## src/rtl/desd_pkg.sv

```systemverilog
// shared types and constants for the event stream decoder
`timescale 1ns / 1ps

package desd_pkg;

   // field widths
   localparam int BYTE_W   = 8;
   localparam int KIND_W   = 2;
   localparam int SLOT_W   = 7;
   localparam int VALUE_W  = 12;
   localparam int LEFT_W   = 8;
   localparam int HCNT_W   = 3;
   localparam int BIW_W    = 2;

   // default number of adc pairs reported per physics event
   localparam int ADC_PAIRS_DEFAULT = 32;

   // record kinds
   localparam logic [KIND_W-1:0] KIND_ADC    = 2'd0;
   localparam logic [KIND_W-1:0] KIND_SCALER = 2'd1;
   localparam logic [KIND_W-1:0] KIND_RAW    = 2'd2;
   localparam logic [KIND_W-1:0] KIND_END    = 2'd3;

   // event type codes
   localparam logic [BYTE_W-1:0] TYPE_BEGIN   = 8'd1;
   localparam logic [BYTE_W-1:0] TYPE_END     = 8'd2;
   localparam logic [BYTE_W-1:0] TYPE_SCALER  = 8'd20;
   localparam logic [BYTE_W-1:0] TYPE_PHYSICS = 8'd30;

   // header layout and physics body length
   localparam logic [HCNT_W-1:0] HDR_SIZE_POS = 3'd0;
   localparam logic [HCNT_W-1:0] HDR_TYPE_POS = 3'd4;
   localparam logic [HCNT_W-1:0] HDR_LAST_POS = 3'd7;
   localparam logic [LEFT_W-1:0] HDR_BYTES    = 8'd8;
   localparam logic [LEFT_W-1:0] PHYS_BODY    = 8'd142;

   // adc word flags
   localparam logic [3:0] FLAG_ZERO = 4'd6;
   localparam logic [3:0] FLAG_FULL = 4'd5;
   localparam logic [VALUE_W-1:0] READING_MAX = 12'hFFF;

   // words skipped at the front of a scaler body, and the first pair word
   localparam logic [SLOT_W-1:0] SCALER_SKIP = 7'd4;
   localparam logic [SLOT_W-1:0] PAIR_FIRST  = 7'd3;

   // decoder phase, one-hot
   typedef enum logic [3:0] {
      PH_HEADER = 4'b0001,
      PH_SKIP   = 4'b0010,
      PH_ADC    = 4'b0100,
      PH_WORDS  = 4'b1000
   } phase_type;

   // one result record
   typedef struct packed {
      logic [KIND_W-1:0]  kind;
      logic [BYTE_W-1:0]  event_type;
      logic [SLOT_W-1:0]  slot;
      logic [VALUE_W-1:0] value;
      logic [VALUE_W-1:0] channel;
      logic               last;
   } result_type;

endpackage

```

## src/rtl/daq_event_stream_decoder_unit.sv

```systemverilog
// Event stream decoder: one byte per word in, at most one record per byte out.
// A record appears on rsp in the cycle after the byte that causes it is taken.
// Throughput: one byte per cycle while no record is stalled on rsp, set by the single result register that frees
// in the same cycle its word is taken.
// Reset (synchronous, active high) returns the parser to the header phase with all
// counters cleared and empties the result register.
`timescale 1ns / 1ps

module daq_event_stream_decoder_unit #(
   parameter int ADC_PAIRS = desd_pkg::ADC_PAIRS_DEFAULT
) (
   input  logic                           clock,
   input  logic                           reset,
   input  logic                           req_valid,
   output logic                           req_ready,
   input  logic [desd_pkg::BYTE_W-1:0]    req_data_byte,
   output logic                           rsp_valid,
   input  logic                           rsp_ready,
   output logic [desd_pkg::KIND_W-1:0]    rsp_kind,
   output logic [desd_pkg::BYTE_W-1:0]    rsp_event_type,
   output logic [desd_pkg::SLOT_W-1:0]    rsp_slot,
   output logic [desd_pkg::VALUE_W-1:0]   rsp_value,
   output logic [desd_pkg::VALUE_W-1:0]   rsp_channel,
   output logic                           rsp_last
);
   import desd_pkg::*;

   logic       step;
   logic       res_valid;
   logic       out_free;
   result_type res;
   result_type out_data;

   // accept whenever the result register can take a word
   assign req_ready = out_free;
   assign step      = req_valid && req_ready;

   desd_decode #(
      .ADC_PAIRS (ADC_PAIRS)
   ) u_decode (
      .clock     (clock),
      .reset     (reset),
      .step      (step),
      .data_byte (req_data_byte),
      .res_valid (res_valid),
      .res       (res)
   );

   desd_out_reg u_out (
      .clock     (clock),
      .reset     (reset),
      .load      (step && res_valid),
      .load_data (res),
      .take      (rsp_ready),
      .valid     (rsp_valid),
      .free      (out_free),
      .data      (out_data)
   );

   // record fields
   assign rsp_kind       = out_data.kind;
   assign rsp_event_type = out_data.event_type;
   assign rsp_slot       = out_data.slot;
   assign rsp_value      = out_data.value;
   assign rsp_channel    = out_data.channel;
   assign rsp_last       = out_data.last;

   // no byte taken while a record is stalled
   a_no_accept_on_stall : assert property (@(posedge clock) disable iff (reset)
      rsp_valid && !rsp_ready |-> !req_ready)
      else $error("byte accepted while result stalled");

   // end records are empty and close the event
   a_end_record : assert property (@(posedge clock) disable iff (reset)
      rsp_valid && rsp_kind == KIND_END |->
         rsp_last && rsp_slot == '0 && rsp_value == '0 && rsp_channel == '0)
      else $error("malformed end record");

   // only adc pairs carry a channel
   a_channel_zero : assert property (@(posedge clock) disable iff (reset)
      rsp_valid && rsp_kind != KIND_ADC |-> rsp_channel == '0)
      else $error("channel set on non adc record");

   // scaler and raw records never close an event
   a_last_kind : assert property (@(posedge clock) disable iff (reset)
      rsp_valid && rsp_last |-> rsp_kind == KIND_ADC || rsp_kind == KIND_END)
      else $error("last flag on word record");

endmodule

```

## src/rtl/desd_decode.sv

```systemverilog
// per-byte event parser: header, adc pairs, scaler and raw word decode
`timescale 1ns / 1ps

module desd_decode #(
   parameter int ADC_PAIRS = desd_pkg::ADC_PAIRS_DEFAULT
) (
   input  logic                          clock,
   input  logic                          reset,
   input  logic                          step,
   input  logic [desd_pkg::BYTE_W-1:0]   data_byte,
   output logic                          res_valid,
   output desd_pkg::result_type          res
);
   import desd_pkg::*;

   localparam logic [SLOT_W-1:0] PAIR_LIMIT = SLOT_W'(ADC_PAIRS);

   phase_type          phase_ff, phase_in;
   logic [HCNT_W-1:0]  hcnt_ff, hcnt_in;
   logic [BYTE_W-1:0]  size_ff, size_in;
   logic [BYTE_W-1:0]  type_ff, type_in;
   logic [LEFT_W-1:0]  left_ff, left_in;
   logic [BIW_W-1:0]   biw_ff, biw_in;
   logic [BYTE_W-1:0]  low_ff, low_in;
   logic [SLOT_W-1:0]  widx_ff, widx_in;
   logic [VALUE_W-1:0] held_ff, held_in;

   logic [LEFT_W-1:0]  body_len;
   logic               is_last;
   logic [15:0]        word;
   logic [VALUE_W-1:0] reading;
   logic [SLOT_W-1:0]  pair_off;
   logic               scaler;
   logic [BIW_W-1:0]   wmask;
   logic [BIW_W-1:0]   pos;
   logic [LEFT_W-1:0]  wbytes;

   // shared byte decode
   always_comb begin
      body_len = (size_ff >= HDR_BYTES) ? size_ff - HDR_BYTES : '0;
      is_last  = (left_ff <= LEFT_W'(1));
      word     = {data_byte, low_ff};
      priority if (word[15:12] == FLAG_ZERO) begin
         reading = '0;
      end else if (word[15:12] == FLAG_FULL) begin
         reading = READING_MAX;
      end else begin
         reading = word[VALUE_W-1:0];
      end
      pair_off = widx_ff - PAIR_FIRST;
      scaler   = (type_ff == TYPE_SCALER);
      wmask    = scaler ? 2'd3 : 2'd1;
      wbytes   = scaler ? LEFT_W'(4) : LEFT_W'(2);
      pos      = biw_ff & wmask;
   end

   // next state and result record
   always_comb begin
      phase_in  = phase_ff;
      hcnt_in   = hcnt_ff;
      size_in   = size_ff;
      type_in   = type_ff;
      left_in   = left_ff;
      biw_in    = biw_ff;
      low_in    = low_ff;
      widx_in   = widx_ff;
      held_in   = held_ff;
      res_valid = 1'b0;
      res       = '{kind: KIND_END, event_type: type_ff, slot: '0, value: '0,
                    channel: '0, last: 1'b1};

      unique case (phase_ff)
         PH_HEADER: begin
            if (hcnt_ff == HDR_SIZE_POS) size_in = data_byte;
            if (hcnt_ff == HDR_TYPE_POS) type_in = data_byte;
            hcnt_in = hcnt_ff + 3'd1;
            if (hcnt_ff == HDR_LAST_POS) begin
               left_in = body_len;
               biw_in  = '0;
               widx_in = '0;
               low_in  = '0;
               held_in = '0;
               priority if (type_ff == TYPE_END || body_len == '0) begin
                  res_valid = 1'b1;
               end else if (type_ff == TYPE_BEGIN) begin
                  phase_in = PH_SKIP;
               end else if (type_ff == TYPE_PHYSICS && body_len == PHYS_BODY) begin
                  phase_in = PH_ADC;
               end else begin
                  phase_in = PH_WORDS;
               end
            end
         end
         PH_SKIP, PH_ADC, PH_WORDS: begin
            left_in = is_last ? '0 : left_ff - LEFT_W'(1);
            if (phase_ff == PH_ADC) begin
               // two bytes per word, odd pair words emit with the held value
               if (!biw_ff[0]) begin
                  low_in = data_byte;
                  biw_in = 2'd1;
               end else begin
                  if (widx_ff >= PAIR_FIRST && (pair_off >> 1) < PAIR_LIMIT) begin
                     if (!pair_off[0]) begin
                        held_in = reading;
                     end else begin
                        res_valid = 1'b1;
                        res = '{kind: KIND_ADC, event_type: type_ff,
                                slot: pair_off >> 1, value: held_ff,
                                channel: reading, last: is_last};
                     end
                  end
                  biw_in  = '0;
                  widx_in = widx_ff + SLOT_W'(1);
               end
            end else if (phase_ff == PH_WORDS) begin
               // low byte of each complete word is reported
               if (pos == '0 && left_ff >= wbytes) begin
                  if (scaler) begin
                     if (widx_ff >= SCALER_SKIP) begin
                        res_valid = 1'b1;
                        res = '{kind: KIND_SCALER, event_type: type_ff,
                                slot: widx_ff - SCALER_SKIP,
                                value: VALUE_W'(data_byte), channel: '0, last: 1'b0};
                     end
                  end else begin
                     res_valid = 1'b1;
                     res = '{kind: KIND_RAW, event_type: type_ff, slot: widx_ff,
                             value: VALUE_W'(data_byte), channel: '0, last: 1'b0};
                  end
               end
               if (pos == wmask) begin
                  biw_in  = '0;
                  widx_in = widx_ff + SLOT_W'(1);
               end else begin
                  biw_in = pos + 2'd1;
               end
            end
            // final body byte closes the event
            if (is_last) begin
               phase_in = PH_HEADER;
               hcnt_in  = '0;
               if (!res_valid) begin
                  res_valid = 1'b1;
                  res = '{kind: KIND_END, event_type: type_ff, slot: '0, value: '0,
                          channel: '0, last: 1'b1};
               end
            end
         end
         default: begin
            phase_in = PH_HEADER;
            hcnt_in  = '0;
         end
      endcase
   end

   // state registers
   always_ff @(posedge clock) begin
      if (reset) begin
         phase_ff <= PH_HEADER;
         hcnt_ff  <= '0;
         size_ff  <= '0;
         type_ff  <= '0;
         left_ff  <= '0;
         biw_ff   <= '0;
         low_ff   <= '0;
         widx_ff  <= '0;
         held_ff  <= '0;
      end else if (step) begin
         phase_ff <= phase_in;
         hcnt_ff  <= hcnt_in;
         size_ff  <= size_in;
         type_ff  <= type_in;
         left_ff  <= left_in;
         biw_ff   <= biw_in;
         low_ff   <= low_in;
         widx_ff  <= widx_in;
         held_ff  <= held_in;
      end
   end

endmodule

```

## src/rtl/desd_out_reg.sv

```systemverilog
// result register holding one word for the rsp channel
`timescale 1ns / 1ps

module desd_out_reg (
   input  logic                 clock,
   input  logic                 reset,
   input  logic                 load,
   input  desd_pkg::result_type load_data,
   input  logic                 take,
   output logic                 valid,
   output logic                 free,
   output desd_pkg::result_type data
);
   import desd_pkg::*;

   logic       valid_ff, valid_in;
   result_type data_ff;

   // slot frees up in the same cycle the word is taken
   assign free     = !valid_ff || take;
   assign valid_in = load ? 1'b1 : (take ? 1'b0 : valid_ff);

   always_ff @(posedge clock) begin
      if (reset) begin
         valid_ff <= 1'b0;
      end else begin
         valid_ff <= valid_in;
      end
   end

   // payload, no reset needed
   always_ff @(posedge clock) begin
      if (load) begin
         data_ff <= load_data;
      end
   end

   assign valid = valid_ff;
   assign data  = data_ff;

endmodule

```

## config.mk

```make
export PLATFORM = sky130hd
export DESIGN_NAME = daq_event_stream_decoder_unit
export DESIGN_NICKNAME = d
export VERILOG_FILES = /design/src/rtl/desd_pkg.sv /design/src/rtl/daq_event_stream_decoder_unit.sv /design/src/rtl/desd_decode.sv /design/src/rtl/desd_out_reg.sv
export SDC_FILE = /design/constraint.sdc
export NUM_CORES = 1
export LEC_CHECK = 0
export ABC_CLOCK_PERIOD_IN_PS = 9600
export CORE_MARGIN = 2
export CORE_UTILIZATION = 48
export DETAILED_ROUTE_END_ITERATION = 10
export DONT_BUFFER_PORTS = 1
export PLACE_DENSITY = 0.73
export SYNTH_ARGS = -nofsm -noshare
export SYNTH_HDL_FRONTEND = slang
export SYNTH_HIERARCHICAL = 1
export SYNTH_SLANG_ARGS = --single-unit
export TNS_END_PERCENT = 50
```

## constraint.sdc

```tcl
create_clock -name clock -period 9.6 [get_ports clock]
set_input_delay 1.92 -clock clock [delete_from_list [all_inputs] [get_ports clock]]
set_output_delay 1.92 -clock clock [all_outputs]
set_load 0.01 [all_outputs]
```

==> flow_summary.yaml <==
outcome:
  status: "finished clean"
grt:
  grt_remaining_overflow: 0
  grt_usage_pct: 20.2
  grt_pass1_vias: 3628
  grt_max_degree: 58
  antenna_found_initial: 0
  grt_pass1_wl_um: 18100
die:
  core-area_um2: 10200
  rows: 37
  die_area_um2: 11200
  fp.dieW_um: 106
  die_height_um: 106
  ios: 56
  floorplan.initialDensity_pct: 48.8
cts:
  cts_buffer_depth: 2
  cts_buffers: 9
  postCtsHoldBufs: 0
  post_cts_resized: 0
  cts_root_buf: "clkbuf_8"
  clock-sinks: 103
  cts_tree: "yes"
  post_cts_buffers: 0
  clk_pin_slew_ps: 100
  clk_latency_ps: 370
  cts_max_level: 3
worst_hold_path:
  hold_start: "u_decode/low_ff[3]$_SDFFE_PP0P_"
  hold_class: "flip-flop to flip-flop"
  whs_endpoint: "u_decode/low_ff[3]$_SDFFE_PP0P_"
  holdPathStages: 2
timing:
  finalCriticalPeriod_ps: 4330
  fmax_mhz: 231
  worstMarginPinSlew_ps: 1000
  rsz0062_at_grt: "false"
  finalClockSkew_ps: 13.4
  timing.final.crit_share_pct: 45.1
  setup_tns_ps: 0
  setup_viol: 0
  hold_viol: 0
  slew_headroom_pct: 33.3
  finalMaxSlewViolations: 0
routing:
  ant_nets: 0
  avgRoutedWirePerCell_um: 16.9
  num_vias: 3814
  wl_um: 11000
  drc: 0
  drtIter0Drc: 258
  routed_via_density: 5.85
  drt_pass1_iterations: 5
logic_synthesis:
  yosys.area_share.simple_pct: 21.0
  synth-async-reset-ratio_pct: 0
  synth-compound-area-share_pct: 16.6
  synth_commonest_cells: "66 x nand2_1, 61 x dfxtp_1, 60 x nor2_1, 44 x o21ai_0, 42 x edfxtp_1"
  synth_fp_nets: 554
  avgSynthCellArea_um2: 9.45
  synth-xor-area-share_pct: 1.41
  synth_most_common_cell: "nand2_1"
  synth_top_family_by_area: "simple AND/OR/NAND/NOR gates"
  ys_seq_elements: 103
  seq_area_frac_synth_pct: 50.0
  synthAdderAreaFrac_pct: 4.03
  synth_area_leaders: "edfxtp_1 25%, dfxtp_1 25%, nand2_1 5.0%"
  synth_top_area_share_pct: 25.4
  synth_cell_types: 68
  synth_area_um2: 4970
  yosysTopAreaCell: "edfxtp_1"
  synth_edf_count: 42
  yosys_most_used_dff: "dfxtp_1"
  yosys_warnings: 6
  synth_mux_area_share_pct: 3.22
  syn_inst: 526
critical_path:
  rrSetupSlack_ps: 5270
  crit_path_end_kind: "flip-flop"
  crit_path_max_fanout: 43
  rr_worst_depth: 11
  critical_path_class: "flip-flop to flip-flop"
  reg2reg_from: "u_decode/type_ff[1]$_SDFFE_PP0P_"
  r2r_end: "u_out/data[32]$_DFFE_PP_"
  startpoint: "u_decode/type_ff[1]$_SDFFE_PP0P_"
  start_kind: "flip-flop"
  arrival_ps: 4340
  cp.required_ps: 9610
placed_design:
  gp_congestion: 0.972
  detailed_place_hpwl_um: 7830
  portBuffers: 0
power:
  ir_drop_mv: 0.0800
  power.leakage_nw: 1.75
  powerDensity_nw_per_um2: 151
  power_mw: 0.794
finish:
  drive_gt1_share_pct: 6.98
  seqCellArea_um2: 2480
  multiInputGateArea_um2: 2300
  syn_to_final_growth_pct: 5.84
  n_antenna_cell: 0
  final_nets: 539
  final_util_pct: 51.6
  fill_cells: 917
run:
  maxCapViolCount: 0
[power breakdown]
part	leakage (nW)	internal [mW]	switching [mW]
sequential	0.807	0.455	0.00425
combinational	0.829	0.0176	0.0223
clock	0.113	0.130	0.164
total	1.75	0.603	0.191
[through the flow]
| step | std cells | area (µm²) | setup WS [ps] | hold slack [ps] |
|---|---|---|---|---|
| floorplan | 526 | 4970 | 5620 | 417 |
| global placement | 636 | 5040 | 5540 | 428 |
| detailed placement | 636 | 5040 | 5350 | 437 |
| CTS | 652 | 5260 | 5290 | 451 |
| global route | 652 | 5260 | 4950 | 467 |
| finish | 652 | 5260 | 5270 | 451 |
[flip-flops by register name (all words and copies together) (netlist names)]
signal,count
u_decode/low_ff,8
u_decode/type_ff,8
u_out/valid,1
u_decode/widx_ff,7
u_decode/biw_ff,2
u_decode/held_ff,12
u_decode/left_ff,8
u_decode/size_ff,8
u_out/data,42
u_decode/phase_ff,4
u_decode/hcnt_ff,3
[how the worst max path moves through the flow]
stage	slack, ps	endpoint
2_1_floorplan	5620	req_ready
3_3_place_gp	5540	u_out/data[8]$_DFFE_PP_
3_5_place_dp	5350	u_out/data[2]$_DFFE_PP_
4_1_cts	5290	u_out/data[26]$_DFFE_PP_
5_1_grt	4950	u_out/data[35]$_DFFE_PP_
6_report	5270	u_out/data[32]$_DFFE_PP_
[logic make-up (layout without fill, tap and decap cells)]
logic type | after synthesis | in the layout
AND/OR/NAND/NOR | 208 | 208
AO/OA/AOI/OAI | 130 | 130
flip-flops | 103 | 103
buffers and inverters | 45 | 35
adder cells (fa/ha/maj) | 16 | 16
multiplexers | 16 | 16
XOR/XNOR | 8 | 8
[layout by cell type, fill, tap and decap left out, types with 7 or more instances in the layout]
master    synthesis  final
nand2_1          66     66
dfxtp_1          61     61
nor2_1           60     60
o21ai_0          44     44
edfxtp_1         42     42
a21oi_1          37     37
nand3_1          17     17
mux2i_1          16     16
ha_1             16     16
inv_1            15     15
clkbuf_8          0      9
nor3_1            8      8
and2_1            7      7
[final cells by class]
cell class | count | share of cell area (%)
sequential | 103 | 47.2
multi-input combinational | 378 | 43.8
tap | 136 | 3.24
clock buffer | 9 | 2.36
clock inverter | 7 | 1.81
inverter | 16 | 1.14
timing repair buffer | 3 | 0.428
[layer usage]
layer  vias up  share of wire [%]  track usage, %
li1       1859                  -               -
met5         -                  0               0
met4         0                1.6            6.86
met1      1832                 46            25.8
met3        15                4.6            4.51
met2       108                 48            33.9
[critical path: stages, from the launching register on]
cell and delay [ps]:
dfxtp_1 350, nor4_1 490, nor4b_4 560, inv_2 180, ha_1 310, nor2b_1 110
o21ai_0 90, a31oi_2 400, a22oi_2 260, a21oi_1 250, a31o_2 120, and3_2 820
No activity file was read; power rests on OpenSTA's default activity.
